<file path="src/rtl/rmts_pkg.sv">
package rmts_pkg;

    localparam int TASK_SLOTS = 4;
    localparam int TASK_W     = 2;
    localparam int DATA_W     = 16;
    localparam int REG_IDX_W  = 3;

    localparam logic [REG_IDX_W-1:0] REG_PERIOD_TASK0 = 3'd0;
    localparam logic [REG_IDX_W-1:0] REG_WORK_TASK0   = 3'd4;

    localparam logic [DATA_W-1:0] PERIOD_RESET = 16'd1;
    localparam logic [DATA_W-1:0] WORK_RESET   = 16'd0;

    typedef struct packed {
        logic [TASK_SLOTS-1:0][DATA_W-1:0] period;
        logic [TASK_SLOTS-1:0][DATA_W-1:0] work;
    } cfg_t;

    typedef struct packed {
        logic                  busy_res;
        logic [TASK_W-1:0]     running_task;
        logic [TASK_SLOTS-1:0] released_mask;
        logic [TASK_SLOTS-1:0] missed_mask;
    } result_t;

endpackage

</file>
<file path="src/rtl/rmts_tick_if.sv">
interface rmts_tick_if;

    logic valid;
    logic ready;
    logic tick;

    modport source (output valid, output tick, input ready);
    modport sink (input valid, input tick, output ready);

endinterface

</file>
<file path="src/rtl/rmts_result_if.sv">
interface rmts_result_if;

    logic                              valid;
    logic                              ready;
    logic                              busy_res;
    logic [rmts_pkg::TASK_W-1:0]       running_task;
    logic [rmts_pkg::TASK_SLOTS-1:0]   released_mask;
    logic [rmts_pkg::TASK_SLOTS-1:0]   missed_mask;

    modport source (
        output valid, output busy_res, output running_task,
        output released_mask, output missed_mask, input ready
    );
    modport sink (
        input valid, input busy_res, input running_task,
        input released_mask, input missed_mask, output ready
    );

endinterface

</file>
<file path="src/rtl/rate_monotonic_tick_scheduler.sv">
// Tick beats pass a stage-one register; each result then waits in the output register.
// Throughput: one tick beat per cycle, sustained while the result side keeps taking beats.
// The per-task phase and work counters do not limit the rate; they update once per tick.
// Reset (rst_n low, asynchronous) clears all counters and both pipeline stages.
// Reset also returns every period to one and every execution time to zero.
module rate_monotonic_tick_scheduler #(
    parameter int NUM_TASKS = 4
) (
    input  logic                             clk,
    input  logic                             rst_n,
    rmts_tick_if.sink                        ticks,
    rmts_result_if.source                    results,
    input  logic                             cfg_we,
    input  logic [rmts_pkg::REG_IDX_W-1:0]   cfg_index,
    input  logic [rmts_pkg::DATA_W-1:0]      cfg_wdata
);

    localparam logic [rmts_pkg::TASK_SLOTS-1:0] ACTIVE_MASK =
        rmts_pkg::TASK_SLOTS'((1 << NUM_TASKS) - 1);

    rmts_pkg::cfg_t     cfg;
    rmts_pkg::result_t  sched_result;
    rmts_pkg::result_t  res_reg;
    logic               s1_valid_reg;
    logic               s1_tick_reg;
    logic               out_valid_reg;
    logic               out_free;
    logic               step;

    rmts_cfg_regs u_cfg (
        .clk       (clk),
        .rst_n     (rst_n),
        .cfg_we    (cfg_we),
        .cfg_index (cfg_index),
        .cfg_wdata (cfg_wdata),
        .cfg       (cfg)
    );

    rmts_sched #(
        .NUM_TASKS (NUM_TASKS)
    ) u_sched (
        .clk    (clk),
        .rst_n  (rst_n),
        .step   (step),
        .tick   (s1_tick_reg),
        .cfg    (cfg),
        .result (sched_result)
    );

    assign out_free    = !out_valid_reg || results.ready;
    assign step        = s1_valid_reg && out_free;
    assign ticks.ready = !s1_valid_reg || out_free;

    always_ff @(posedge clk or negedge rst_n)
    begin
        if (!rst_n)
        begin
            s1_valid_reg  <= 1'b0;
            out_valid_reg <= 1'b0;
        end
        else
        begin
            if (ticks.valid && ticks.ready)
            begin
                s1_valid_reg <= 1'b1;
            end
            else if (step)
            begin
                s1_valid_reg <= 1'b0;
            end
            if (step)
            begin
                out_valid_reg <= 1'b1;
            end
            else if (results.ready)
            begin
                out_valid_reg <= 1'b0;
            end
        end
    end

    always_ff @(posedge clk)
    begin
        if (ticks.valid && ticks.ready)
        begin
            s1_tick_reg <= ticks.tick;
        end
        if (step)
        begin
            res_reg <= sched_result;
        end
    end

    assign results.valid         = out_valid_reg;
    assign results.busy_res      = res_reg.busy_res;
    assign results.running_task  = res_reg.running_task;
    assign results.released_mask = res_reg.released_mask;
    assign results.missed_mask   = res_reg.missed_mask;

`ifndef NO_ASSERTIONS
    a_idle_task_zero: assert property (@(posedge clk) disable iff (!rst_n)
        (results.valid && !results.busy_res) |-> (results.running_task == '0))
        else $error("idle result reports a nonzero task");

    a_unused_masks: assert property (@(posedge clk) disable iff (!rst_n)
        results.valid |-> (((results.released_mask | results.missed_mask) & ~ACTIVE_MASK) == '0))
        else $error("mask bit set for an unused task");

    a_result_has_source: assert property (@(posedge clk) disable iff (!rst_n)
        step |=> (results.valid && (res_reg == $past(sched_result))))
        else $error("result beat lost or corrupted on its way to the output register");
`endif

endmodule

</file>
<file path="src/rtl/rmts_cfg_regs.sv">
module rmts_cfg_regs (
    input  logic                             clk,
    input  logic                             rst_n,
    input  logic                             cfg_we,
    input  logic [rmts_pkg::REG_IDX_W-1:0]   cfg_index,
    input  logic [rmts_pkg::DATA_W-1:0]      cfg_wdata,
    output rmts_pkg::cfg_t                   cfg
);

    rmts_pkg::cfg_t                cfg_reg;
    logic [rmts_pkg::TASK_W-1:0]   slot;

    assign slot = cfg_index[rmts_pkg::TASK_W-1:0];
    assign cfg  = cfg_reg;

    always_ff @(posedge clk or negedge rst_n)
    begin
        if (!rst_n)
        begin
            for (int i = 0; i < rmts_pkg::TASK_SLOTS; i++)
            begin
                cfg_reg.period[i] <= rmts_pkg::PERIOD_RESET;
                cfg_reg.work[i]   <= rmts_pkg::WORK_RESET;
            end
        end
        else if (cfg_we)
        begin
            if (cfg_index >= rmts_pkg::REG_WORK_TASK0)
            begin
                cfg_reg.work[slot] <= cfg_wdata;
            end
            else
            begin
                cfg_reg.period[slot] <= cfg_wdata;
            end
        end
    end

endmodule

</file>
<file path="src/rtl/rmts_sched.sv">
module rmts_sched #(
    parameter int NUM_TASKS = 4
) (
    input  logic               clk,
    input  logic               rst_n,
    input  logic               step,
    input  logic               tick,
    input  rmts_pkg::cfg_t     cfg,
    output rmts_pkg::result_t  result
);

    logic [rmts_pkg::DATA_W-1:0] phase_reg     [NUM_TASKS];
    logic [rmts_pkg::DATA_W-1:0] work_left_reg [NUM_TASKS];
    logic [rmts_pkg::DATA_W-1:0] phase_next    [NUM_TASKS];
    logic [rmts_pkg::DATA_W-1:0] work_left_next[NUM_TASKS];

    logic [rmts_pkg::DATA_W-1:0]     work_rel[NUM_TASKS];
    logic [rmts_pkg::TASK_SLOTS-1:0] released;
    logic [rmts_pkg::TASK_SLOTS-1:0] missed;
    logic                            busy;
    logic [rmts_pkg::TASK_W-1:0]     sel;

    always_comb
    begin
        logic [rmts_pkg::DATA_W:0] phase_inc;
        released = '0;
        missed   = '0;
        busy     = 1'b0;
        sel      = '0;
        for (int i = 0; i < NUM_TASKS; i++)
        begin
            released[i] = (phase_reg[i] == '0);
            work_rel[i] = released[i] ? cfg.work[i] : work_left_reg[i];
        end
        for (int i = 0; i < NUM_TASKS; i++)
        begin
            if ((work_rel[i] != '0) && (!busy || (cfg.period[i] < cfg.period[sel])))
            begin
                busy = 1'b1;
                sel  = rmts_pkg::TASK_W'(i);
            end
        end
        for (int i = 0; i < NUM_TASKS; i++)
        begin
            if (busy && (sel == rmts_pkg::TASK_W'(i)))
            begin
                work_left_next[i] = work_rel[i] - 1'b1;
            end
            else
            begin
                work_left_next[i] = work_rel[i];
            end
            phase_inc = {1'b0, phase_reg[i]} + 1'b1;
            if (phase_inc >= {1'b0, cfg.period[i]})
            begin
                missed[i]     = (work_left_next[i] != '0);
                phase_next[i] = '0;
            end
            else
            begin
                phase_next[i] = phase_inc[rmts_pkg::DATA_W-1:0];
            end
        end
    end

    always_comb
    begin
        result = '0;
        if (tick)
        begin
            result.busy_res      = busy;
            result.running_task  = sel;
            result.released_mask = released;
            result.missed_mask   = missed;
        end
    end

    always_ff @(posedge clk or negedge rst_n)
    begin
        if (!rst_n)
        begin
            for (int i = 0; i < NUM_TASKS; i++)
            begin
                phase_reg[i]     <= '0;
                work_left_reg[i] <= '0;
            end
        end
        else if (step && tick)
        begin
            for (int i = 0; i < NUM_TASKS; i++)
            begin
                phase_reg[i]     <= phase_next[i];
                work_left_reg[i] <= work_left_next[i];
            end
        end
    end

endmodule
</file>
<file path="src/flat_wrapper.sv">
// flat-port wrapper written by rule: the top's interface ports become plain ports
module rate_monotonic_tick_scheduler_flat 
#(
    parameter int NUM_TASKS = 4
)
  (clk, rst_n, cfg_we, cfg_index, cfg_wdata, ticks_valid, ticks_tick, ticks_ready, results_valid, results_busy_res, results_running_task, results_released_mask, results_missed_mask, results_ready);
  rmts_tick_if ticks_i ();
  rmts_result_if results_i ();
  input  logic clk;
  input  logic rst_n;
  input  logic cfg_we;
  input  logic [rmts_pkg::REG_IDX_W-1:0] cfg_index;
  input  logic [rmts_pkg::DATA_W-1:0] cfg_wdata;
  input wire logic [$bits(ticks_i.valid)-1:0] ticks_valid;
  input wire logic [$bits(ticks_i.tick)-1:0] ticks_tick;
  output wire logic [$bits(ticks_i.ready)-1:0] ticks_ready;
  output wire logic [$bits(results_i.valid)-1:0] results_valid;
  output wire logic [$bits(results_i.busy_res)-1:0] results_busy_res;
  output wire logic [$bits(results_i.running_task)-1:0] results_running_task;
  output wire logic [$bits(results_i.released_mask)-1:0] results_released_mask;
  output wire logic [$bits(results_i.missed_mask)-1:0] results_missed_mask;
  input wire logic [$bits(results_i.ready)-1:0] results_ready;
  assign ticks_i.valid = ticks_valid;
  assign ticks_i.tick = ticks_tick;
  assign ticks_ready = ticks_i.ready;
  assign results_valid = results_i.valid;
  assign results_busy_res = results_i.busy_res;
  assign results_running_task = results_i.running_task;
  assign results_released_mask = results_i.released_mask;
  assign results_missed_mask = results_i.missed_mask;
  assign results_i.ready = results_ready;
  rate_monotonic_tick_scheduler #(.NUM_TASKS(NUM_TASKS)) u_core (.clk(clk), .rst_n(rst_n), .ticks(ticks_i), .results(results_i), .cfg_we(cfg_we), .cfg_index(cfg_index), .cfg_wdata(cfg_wdata));
endmodule
</file>
<file path="config.mk">
export PLATFORM = sky130hd
export DESIGN_NAME = rate_monotonic_tick_scheduler_flat
export DESIGN_NICKNAME = d
export VERILOG_FILES = /design/src/rtl/rmts_pkg.sv /design/src/rtl/rmts_tick_if.sv /design/src/rtl/rmts_result_if.sv /design/src/rtl/rate_monotonic_tick_scheduler.sv /design/src/rtl/rmts_cfg_regs.sv /design/src/rtl/rmts_sched.sv /design/src/flat_wrapper.sv
export SDC_FILE = /design/constraint.sdc
export NUM_CORES = 1
export LEC_CHECK = 0
export ABC_CLOCK_PERIOD_IN_PS = 11000
export BUFFER_PORTS_ARGS = -buffer_cell sky130_fd_sc_hd__buf_2
export CORE_MARGIN = 2
export CORE_UTILIZATION = 55
export DETAILED_ROUTE_END_ITERATION = 8
export PLACE_DENSITY = 0.74
export SLEW_MARGIN = 20
export SYNTH_ARGS = -nofsm -noshare
export SYNTH_HDL_FRONTEND = slang
export SYNTH_SLANG_ARGS = --single-unit
export TNS_END_PERCENT = 10
</file>
<file path="constraint.sdc">
create_clock -name clk -period 11 [get_ports clk]
set_input_delay 0.55 -clock clk [delete_from_list [all_inputs] [get_ports clk]]
set_output_delay 0.55 -clock clk [all_outputs]
set_load 0.01 [all_outputs]
</file>
==> impl_metrics.ini, run 1 <==
[cells_and_area]
layout.nets = 2265
finalInstanceArea_um2 = 20200
drive_gt1_share_pct = 11.5
largest_reg_flops = 128
final_core_util_pct = 60.6
multi_input_area_um2 = 11000
num_antenna_cells = 0
nFillCells = 2893
ff_latch_area_um2 = 6820
syn_to_final_growth_pct = 9.22

[worst_setup_path]
end_kind = flop
arrival_ps = 10660
path_class = reg -> reg
r2r_end = u_core.results.missed_mask[2]
r2r_start = u_core.u_sched.phase_reg[48]
r2r_cells = 33
cp_common_cell = ha_1
start_kind = flop
reg2reg_setup_slack_ps = 670
critPathLaunch = u_core.u_sched.phase_reg[48]
slowest_stage = a2111oi_0
max_stage_delay_ps = 690
critPathMaxFanout = 33
critPathRequiredTime_ps = 11320

[pwr]
power_density_nw_per_um2 = 237
p_int_w = 0.00274
p_sw_share_pct = 42.8
leakagePower_nw = 8.86
ir_worst_vdd_uv = 245
clockPowerShare_pct = 22.1
comb_power_share_pct = 45.9
p_sw_w = 0.00205
power_frac_seq_pct = 32.0

[floorplanning]
die_w_um = 187
die_h_um = 187
start_util_pct = 55.5
rows = 67
dieArea_um2 = 35100
core_um2 = 33300
io_pins = 38

[global_route]
grt.overflow.total = 0
grt_pass1_vias = 15700
track_usage_pct = 29.6
grt_max_degree = 126
grt_pass1_wl_um = 83900
antenna_found_initial = 2

[hold_path]
hold_end = u_core.s1_tick_reg
hold_depth = 1
hold_path.class = in -> reg
hold_path_startpoint = ticks_tick

[routing]
wire_per_inst_um = 20.3
wirelength_um = 52500
via_per_inst = 6.24
vias = 16200
drt_iter0_drc = 1271
detail-route-antenna-nets = 0
drtPass1Iterations = 6
drcViolationCount = 0

[synth]
synth_cells = 2122
synthesis.area_um2 = 18500
synth_fp_nets = 2270
synth_ff_type = dfrtp_1
synth_edf_count = 12
ys_warn_count = 0
yosysTopAreaCellShare_pct = 34.4
synth_area_per_cell_um2 = 8.71
synth_top_cells_by_area = dfrtp_1, ha_1, nand2_1
yosys.area.top_type = dfrtp_1
async_flop_share_pct = 95.6
synth.distinct_cells = 82
yosys_register_bits = 270
yosysSeqAreaShare_pct = 36.9

[timing]
fin_skew_ps = 20.6
min_period_over_period_pct = 93.9
period_minus_slack_ps = 10330
worstMarginPinSlew_ps = 1060
max_slew_margin_pct = 29.2
setup_viol = 0
finalMaxSlewViolations = 0
hold_viol_final = 0
clock.fmax_mhz = 96.8

[clock_network]
htree_levels = 1
cts_setup_buffers = 0
cts_root_buffer = clkbuf_16
clk_path_buf_depth = 3
clk_latency_ps = 580
clock-sinks = 270
clkTransAtPathRegs_ps = 60
cts_tree = built
cts_buffers = 30

[placement]
routabilityCongestion = 0.968
place_area_um2 = 19000
hpwl_um = 37000
io_buffers = 37

[run]
cap_violations = 0

[status]
outcome = finished, final reports clean
repair_timing:
item,CTS,global route
endpoints found under the hold margin,0,27
gates cloned,0,0
hold buffers,0,1
gates resized for setup,1,4
setup endpoints to repair,1,28
layout make-up:
type	count	area share, %
Clock buffer	35	4.06
Clock inverter	21	1.12
Inverter	95	1.77
Multi-Input combinational cell	1659	54.4
Sequential cell	270	33.8
Tap cell	448	2.78
Timing Repair Buffer	61	2.07
Yosys cell counts, types with 26 or more instances:
library cell  instances
o21ai_0             187
dfrtp_1             254
mux2_2               95
clkbuf_1             82
nand4_1              42
nor3_1               71
mux2i_1              52
ha_1                123
nor2_1              146
inv_1                95
nand3_1              62
xnor2_1              48
nor4_1               37
nand2_1             297
a21oi_1              99
o31ai_1              26
o21a_1               27
xor2_1               54
per-stage QoR:
step,setup WS [ps],hold slack [ps],std cells,power [W],setup TNS (ps)
CTS,420,121,2586,0.00475,0
floorplan,2550,254,2122,0.00309,0
global route,-2.90,140,2589,0.00512,-2.90
finish,669,156,2589,0.00479,0
detailed placement,69.1,472,2530,0.00367,0
global placement,598,460,2530,0.00360,0
worst max path at each step:
stage                                               end  slack, ps  cells past startpoint
after global routing      u_core.results.missed_mask[2]         -3                     33
after detailed placement  u_core.results.missed_mask[2]         70                     32
after CTS                 u_core.results.missed_mask[2]        420                     32
final                     u_core.results.missed_mask[2]        670                     33
after global placement    u_core.results.missed_mask[0]        600                     32
after floorplan           u_core.results.missed_mask[0]       2550                     38
worst max-delay path, delay by kind of cell (launching register included):
family	cells	cell delay [ps]
AOI/OAI and AO/OA	14	4080
and+or+nand+nor	10	3200
adders and majority gates	4	860
muxes	2	850
DFF	1	450
buffers and inverters	2	370
xor gates and xnor gates	1	250
metal layers:
metal,global-route usage [%],vias to the layer above,share of wire (%)
met5,0,-,0
met4,11.9,0,4.1
met3,3.83,132,6.5
met2,48.1,593,46
met1,40.2,7825,44
li1,-,7613,-
power groups by stage:
stage | clock [W] | combinational, W | sequential, W
2_1_floorplan | 0 | 0.00165 | 0.00144
3_3_place_gp | 0 | 0.00208 | 0.00153
4_1_cts | 0.00108 | 0.00216 | 0.00152
6_report | 0.00106 | 0.00220 | 0.00153
5_1_grt | 0.00111 | 0.00244 | 0.00156
3_5_place_dp | 0 | 0.00214 | 0.00153
logic make-up after synthesis:
kind of cell               share of synthesized area (%)
AOI/OAI and AO/OA                                   16.0
xor gates and xnor gates                            4.84
adders and majority gates                           8.33
buffers and inverters                               4.02
DFF                                                 36.9
muxes                                               8.73
and+or+nand+nor                                     21.2
placed cells by master (no fill, tap or decap), types with 16 or more instances in the layout:
master / count
nand2_1: 296
dfrtp_1: 254
o21ai_0: 187
nor2_1: 145
ha_1: 123
a21oi_1: 99
inv_1: 95
mux2_2: 95
nor3_1: 69
nand3_1: 61
xor2_1: 54
mux2i_1: 51
xnor2_1: 48
nand4_1: 42
nor4_1: 37
buf_2: 36
clkbuf_16: 30
o21a_1: 27
o31ai_1: 26
a31oi_1: 24
a21o_1: 22
buf_4: 21
nand2b_1: 20
and3_1: 19
nor2b_1: 18
and2_1: 17
or3_1: 16
(Power assumes the default switching activity.)
==> run 2, diff against run 1 <==
--- a/config.mk
+++ b/config.mk
@@ -8,9 +8,10 @@
 export ABC_CLOCK_PERIOD_IN_PS = 11000
 export BUFFER_PORTS_ARGS = -buffer_cell sky130_fd_sc_hd__buf_2
 export CORE_MARGIN = 2
-export CORE_UTILIZATION = 55
+export CORE_UTILIZATION = 45
+export CTS_BUF_LIST = sky130_fd_sc_hd__clkbuf_4
 export DETAILED_ROUTE_END_ITERATION = 8
-export PLACE_DENSITY = 0.74
+export PLACE_DENSITY = 0.63
 export SLEW_MARGIN = 20
 export SYNTH_ARGS = -nofsm -noshare
 export SYNTH_HDL_FRONTEND = slang
==> impl_metrics.ini, run 2 (synthesis gave the netlist of run 1 again) <==
[timing]
finalMaxSlewViolations = 0
fin_skew_ps = 60.6
hold_viol_final = 0
min_period_over_period_pct = 92.2
worstMarginPinSlew_ps = 1100
setup_viol = 0
worst_slack_ps = 857
period_minus_slack_ps = 10140
clock.fmax_mhz = 98.6
max_slew_margin_pct = 26.3
hold_ws_ps = 70.4

[routing]
wirelength_um = 53700
via_per_inst = 5.85
wire_per_inst_um = 19.4
detail-route-antenna-nets = 0
drtPass1Iterations = 5
drt_iter0_drc = 1143
vias = 16200
drcViolationCount = 0

[cells_and_area]
largest_reg_flops = 128
syn_to_final_growth_pct = 9.54
final_cell_mix = nand2_1, dfrtp_1, o21ai_0
layout.nets = 2319
drive_gt1_share_pct = 14.4
layout_commonest_cell = nand2_1

[global_route]
grt_pass1_vias = 15400
grt.overflow.total = 0
track_usage_pct = 25.4
grt_pass1_wl_um = 84400
grt_max_degree = 112
antenna_found_initial = 2

[clock_network]
cts_buffers = 76
clkTransAtPathRegs_ps = 70
htree_levels = 3
cts_tree = built
clock-sinks = 270
cts_root_buffer = clkbuf_4
clk_path_buf_depth = 3
clk_latency_ps = 770

[worst_setup_path]
crit_family = compound AO/OA/AOI/OAI gates
cp_num_buf_inv = 4
start_kind = flop
slowest_stage = a2111oi_0
path_class = reg -> reg
critPathRequiredTime_ps = 11480
max_stage_delay_ps = 580
cp_common_cell = ha_1
arrival_ps = 10620
critPathMaxFanout = 30
end_kind = flop

[hold_path]
hold_path.class = in -> reg

[pwr]
p_total_w = 0.00470
leakagePower_nw = 8.96
ir_worst_vdd_uv = 137
power_density_nw_per_um2 = 232

[floorplanning]
core_um2 = 40600
rows = 74
io_pins = 38
start_util_pct = 45.5
die_h_um = 207
dieArea_um2 = 42700
die_w_um = 207

[placement]
dp_slack_ps = 209
routabilityCongestion = 0.987
io_buffers = 37
hpwl_um = 37200

[run]
cap_violations = 0

[status]
outcome = finished, final reports clean
run 2: through the flow:
step	setup TNS, ps	util (%)	area [um^2]	instances
2_1_floorplan	0	-	18500	2122
3_3_place_gp	0	47.2	19200	2617
3_5_place_dp	0	47.2	19200	2617
4_1_cts	0	49.6	20200	2759
5_1_grt	-6.33	49.8	20200	2765
6_report	0	49.8	20200	2765
run 2: metal layers:
| metal | vias up | routed length [um] | track usage, % |
|---|---|---|---|
| met5 | - | 16 | 0 |
| met4 | 2 | 1740 | 10.3 |
| met3 | 110 | 2540 | 3.97 |
| met2 | 500 | 24700 | 40.2 |
| met1 | 7807 | 24700 | 34.8 |
| li1 | 7762 | - | - |
run 2: layout make-up:
type | count | area, um^2
clock inverter | 25 | 123
fill | 3817 | 20400
timing repair buffer | 69 | 443
clock buffer | 114 | 856
tap | 532 | 666
antenna | 1 | 2.50
sequential | 270 | 6820
multi-input combinational | 1659 | 11000
inverter | 95 | 357
run 2: power breakdown:
group | total [W] | internal, W | switching, W
Sequential | 0.00153 | 0.00124 | 0.000291
Clock | 0.000950 | 0.000498 | 0.000453
Combinational | 0.00222 | 0.000886 | 0.00133
Total | 0.00470 | 0.00263 | 0.00207
run 2: timing repair:
item,4_1_cts,5_1_grt
gates resized for setup,0,3
hold buffers,3,0
setup buffers,0,5
setup endpoints to repair,0,22
hold endpoints to repair,109,0
run 2: worst paths after layout:
| path | startpoint | slack, ps | end | depth (start not counted) |
|---|---|---|---|---|
| max | u_core.u_sched.phase_reg[48] | 860 | u_core.results.missed_mask[0] | 37 |
| min | results_ready | 70 | u_core.results.valid | 3 |
| max reg2reg | u_core.u_sched.phase_reg[48] | 860 | u_core.results.missed_mask[0] | 37 |
| min reg2reg | u_core.s1_valid_reg | 470 | u_core.results.valid | 1 |
| max in group asynchronous | rst_n | 8920 | u_core.u_sched.phase_reg[17] | 3 |
| min in group asynchronous | rst_n | 490 | u_core.u_sched.phase_reg[13] | 2 |
run 2: tightest hold or removal path: stages:
cell and delay [ps]:
buf_2 80, nand2b_1 120, nand2b_1 60
